### src/rtl/vt4_pkg.sv
// ----------------------------------------------------------------------------
// vt4_pkg
// Types, widths and helpers shared by the 4x4 vertex transform pipeline.
// ----------------------------------------------------------------------------
`timescale 1ns / 1ps

package vt4_pkg;

	localparam int FRAC_BITS = 16;
	localparam int DATA_W    = 32;
	localparam int PROD_W    = 2 * DATA_W;
	localparam int LANES     = 4;
	localparam int IDX_W     = $clog2(LANES);
	localparam int ACC_W     = PROD_W + IDX_W;

	typedef logic signed [DATA_W-1:0] vt4_word_t;
	typedef logic signed [PROD_W-1:0] vt4_prod_t;
	typedef logic signed [ACC_W-1:0]  vt4_acc_t;

	typedef enum logic [1:0] {
		OP_LOAD  = 2'd0,
		OP_VEC4  = 2'd1,
		OP_POINT = 2'd2,
		OP_DIR   = 2'd3
	} vt4_op_t;

	localparam vt4_word_t ONE_Q = DATA_W'(64'd1 << FRAC_BITS);

	typedef struct packed {
		vt4_op_t              opcode;
		logic [2*IDX_W-1:0]   elem_index;
		vt4_word_t            elem_value;
		vt4_word_t            in_x;
		vt4_word_t            in_y;
		vt4_word_t            in_z;
		vt4_word_t            in_w;
	} vt4_in_t;

	typedef struct packed {
		vt4_word_t out_x;
		vt4_word_t out_y;
		vt4_word_t out_z;
		vt4_word_t out_w;
		logic      sat_flag;
	} vt4_out_t;

	// request as it travels down the cell chain, with running column sums
	typedef struct packed {
		vt4_op_t                     opcode;
		logic [2*IDX_W-1:0]          elem_index;
		vt4_word_t                   elem_value;
		vt4_word_t [LANES-1:0]       vec;
		vt4_acc_t  [LANES-1:0]       acc;
	} vt4_item_t;

	function automatic vt4_word_t ident_elem(input logic [IDX_W-1:0] row,
			input logic [IDX_W-1:0] col);
		return (row == col) ? ONE_Q : '0;
	endfunction

endpackage

### src/rtl/vt4_out.sv
// ----------------------------------------------------------------------------
// vt4_out
// Scales the column sums back to Q16.16, saturates, and holds the result.
// Load requests are consumed here without producing a result.
// ----------------------------------------------------------------------------
`timescale 1ns / 1ps

module vt4_out (
	input  logic                 clk,
	input  logic                 arst_n,
	input  logic                 up_valid,
	output logic                 up_ready,
	input  vt4_pkg::vt4_item_t   up,
	output logic                 res_valid,
	input  logic                 res_ready,
	output vt4_pkg::vt4_out_t    res
);
	import vt4_pkg::*;

	vt4_acc_t              sh [LANES];
	vt4_word_t [LANES-1:0] val;
	logic [LANES-1:0]      sat;
	logic [LANES-1:0]      used;
	logic                  fits;
	logic                  vld_q;
	vt4_out_t              res_q;
	vt4_out_t              nxt;

	always_comb begin
		fits = 1'b1;
		for (int j = 0; j < LANES; j++) begin
			sh[j]  = $signed(up.acc[j]) >>> FRAC_BITS;
			fits   = (&sh[j][ACC_W-1:DATA_W-1]) || !(|sh[j][ACC_W-1:DATA_W-1]);
			sat[j] = !fits;
			if (fits) begin
				val[j] = sh[j][DATA_W-1:0];
			end else if (sh[j][ACC_W-1]) begin
				val[j] = {1'b1, {(DATA_W-1){1'b0}}};
			end else begin
				val[j] = {1'b0, {(DATA_W-1){1'b1}}};
			end
			used[j] = (j < LANES - 1) || (up.opcode == OP_VEC4);
		end
		nxt.out_x    = val[0];
		nxt.out_y    = val[1];
		nxt.out_z    = val[2];
		nxt.out_w    = (up.opcode == OP_VEC4) ? val[3] : '0;
		nxt.sat_flag = |(sat & used);
	end

	assign up_ready = !vld_q || res_ready;

	always_ff @(posedge clk or negedge arst_n) begin
		if (!arst_n) begin
			vld_q <= 1'b0;
		end else if (up_ready) begin
			vld_q <= up_valid && (up.opcode != OP_LOAD);
		end
	end

	always_ff @(posedge clk) begin
		if (up_ready && up_valid) begin
			res_q <= nxt;
		end
	end

	assign res_valid = vld_q;
	assign res       = res_q;

endmodule

### config.mk
export PLATFORM = sky130hd
export DESIGN_NAME = vt4_out
export DESIGN_NICKNAME = d
export VERILOG_FILES = /design/src/rtl/vt4_pkg.sv /design/src/rtl/vt4_out.sv
export SDC_FILE = /design/constraint.sdc
export NUM_CORES = 1
export LEC_CHECK = 0
export BUFFER_PORTS_ARGS = -buffer_cell sky130_fd_sc_hd__clkbuf_2
export CAP_MARGIN = 10
export CORE_AREA = 2 2 221 223
export DETAILED_ROUTE_END_ITERATION = 10
export DIE_AREA = 0 0 223 225
export GPL_TIMING_DRIVEN = 0
export PLACE_DENSITY = 0.37
export SYNTH_ARGS = -nofsm -noshare
export SYNTH_HDL_FRONTEND = slang
export SYNTH_SLANG_ARGS = --single-unit
### constraint.sdc
create_clock -name clk -period 4.6 [get_ports clk]
set_input_delay 1.38 -clock clk [delete_from_list [all_inputs] [get_ports clk]]
set_output_delay 1.38 -clock clk [all_outputs]
set_load 0.05 [all_outputs]
==> results.ini <==
[critical_path]
r2r_slack_ns=2.75
path_max_fanout=3
end_kind=output pin
criticalPathCategory=in2out
critPathRequiredTime_ns=3.22
crit_arrival_ns=1.88
startpoint_type=input pin

[cells_and_area]
stdcell_area_sq_um=8601
syn_to_final_growth_pct=54.82
nets=1177
layout-drive-gt1-share_pct=52.06

[pwr]
peakVddDrop_mv=0.1926
p_total_uw=3273
leakage_uw=0.003890
pwr_density_cell_nw_per_um2=380.6

[yosys]
synth_adder_area_share_pct=0
synth.most_common_cell=edfxtp_1
yosysSeqAreaShare_pct=70.18
async_flop_share_pct=0.7692
syn_nets=820
synth_flop_cell=edfxtp_1
synth_top_family_by_area=compound AO/OA/AOI/OAI gates
synth_edf_count=129
synthMuxAreaShare_pct=0
synth_xor_area_share_pct=0
synth-compound-area-share_pct=19.19
synthSimpleGateAreaFrac_pct=6.757
syn_avg_cell_area_sq_um=14.39
yosys.area.top_type_share_pct=69.73
synth.distinct_cells=23
yosysWarnings=0
synth_seq_cells=130
synthCells=386
synthTopCellsByCount=129 x edfxtp_1, 93 x a21o_1, 32 x o21ai_0
syn_area_sq_um=5555
ys_top_cells_by_area=edfxtp_1 70%, a21o_1 13%, o21ai_0 2.9%, a21oi_1 2.8%, nand4_1 2.4%
synth_top_area_cell=edfxtp_1

[route]
ant_nets=0
via_per_inst=3.466
drc_errors=0
vias=4752
wl_per_cell_um=15.82
wl_um=21680
first_iter_violations=205
dr.pass1.iters=4

[status]
status=completed

[place]
gp_congestion=0.7003
place_ws_ns=1.071
place_area_sq_um=8064
hpwl_um=16410
io_buffers=336

[timing]
slew_violations=0
fin_tns_setup_ns=0
min_period_ns=3.259
setup_ws_ns=1.341
fmaxAchievable_mhz=306.9
min_period_over_period_pct=70.84
hold_viol=0
slew_headroom_pct=40.08
skew_ns=0.009118
worst_pin_slew_ns=0.8928
rsz0062_at_grt=no
setup_viol=0

[floorplan]
coreArea_sq_um=47550
die_y_um=225
dieArea_sq_um=50180
fp.dieW_um=223
num_rows=80
io-pin-count=565
initial_utilization_pct=11.68

[clocking]
clkTransAtPathRegs_ns=0.06
clk-insertion-delay-late_ns=0.47
cts-root-buf=clkbuf_16
cts_buffer_depth=2
htreeDepth=4
cts_tree=built
cts_setup_buffers=0
cts_resized=0
cts_buffers=17
clock_sinks=130
ctsHoldBuffers=0

[grt]
overflow=0
grt_pass1_wl_um=31280
grt_max_degree=47
grt_antenna_before_repair=4
grt_pass1_vias=4885
grt_use_total_pct=8.794

[flow_run]
cap_violations=0

[worst_hold_path]
hold_class=reg2reg

-- critical path, stage by stage --
cell	delay [ns]
clkbuf_2	0.07
nand2b_1	0.13
clkbuf_2	0.29
-- logic make-up (layout without fill, tap and decap cells) --
| family | Yosys count | count (layout) |
|---|---|---|
| simple gates | 59 | 59 |
| compound gates | 162 | 162 |
| other cells | 0 | 3 |
| buf+inv | 35 | 402 |
| flops | 130 | 130 |
-- flip-flops by register name (all words and copies together) (netlist names) --
signal / flops
res: 129
res_valid: 1
-- placed cells by master, fill, tap and decap left out, types with 10 or more instances in the layout --
cell,n
a21oi_1,31
a21o_1,93
o21ai_0,32
clkbuf_1,11
nand4_1,21
edfxtp_1,129
clkbuf_16,17
clkbuf_2,336
buf_4,13
buf_2,10
nor4_1,20
-- where the power goes --
| group | switching, uW | internal [uW] | leakage, uW |
|---|---|---|---|
| sequential | 18.1 | 1390 | 0.00126 |
| combinational | 387 | 149 | 0.00238 |
| clock | 556 | 775 | 0.000256 |
| total | 961 | 2310 | 0.00389 |
-- metrics by stage --
stage	hold slack, ns	utilization [%]	std cells
after CTS	0.5520	18.07	1368
after global routing	0.6117	18.07	1368
final	0.5442	18.09	1371
after detailed placement	0.5388	16.96	1339
after global placement	0.5235	16.84	1337
after floorplan	1.084	-	386
-- final cells by class --
cell class | instances | area (sq um)
sequential | 130 | 3899
timing repair buffer | 338 | 1737
tap | 615 | 769.5
fill | 5305 | 38940
clock buffer | 20 | 436.7
antenna | 3 | 7.507
multi-input combinational | 221 | 1444
buffer | 35 | 215.2
clock inverter | 9 | 92.59
-- worst paths after layout --
kind                            from        end  depth (start not counted)
setup / recovery           res_ready   up_ready                          3
hold / removal             res_valid  res_valid                          2
setup reg to reg           res_valid    res[48]                          3
hold reg to reg            res_valid  res_valid                          2
max in group asynchronous     arst_n  res_valid                          1
min in group asynchronous     arst_n  res_valid                          1
-- metal layers --
layer	global-route usage (%)	up-vias	part of all wire [%]
met2	13.40	220	46
met1	10.14	2238	42
met3	4.550	31	9.9
li1	-	2261	-
met4	4.287	2	2.0
met5	0	-	0.055
Note: power is estimated with default switching activity, not from simulation.
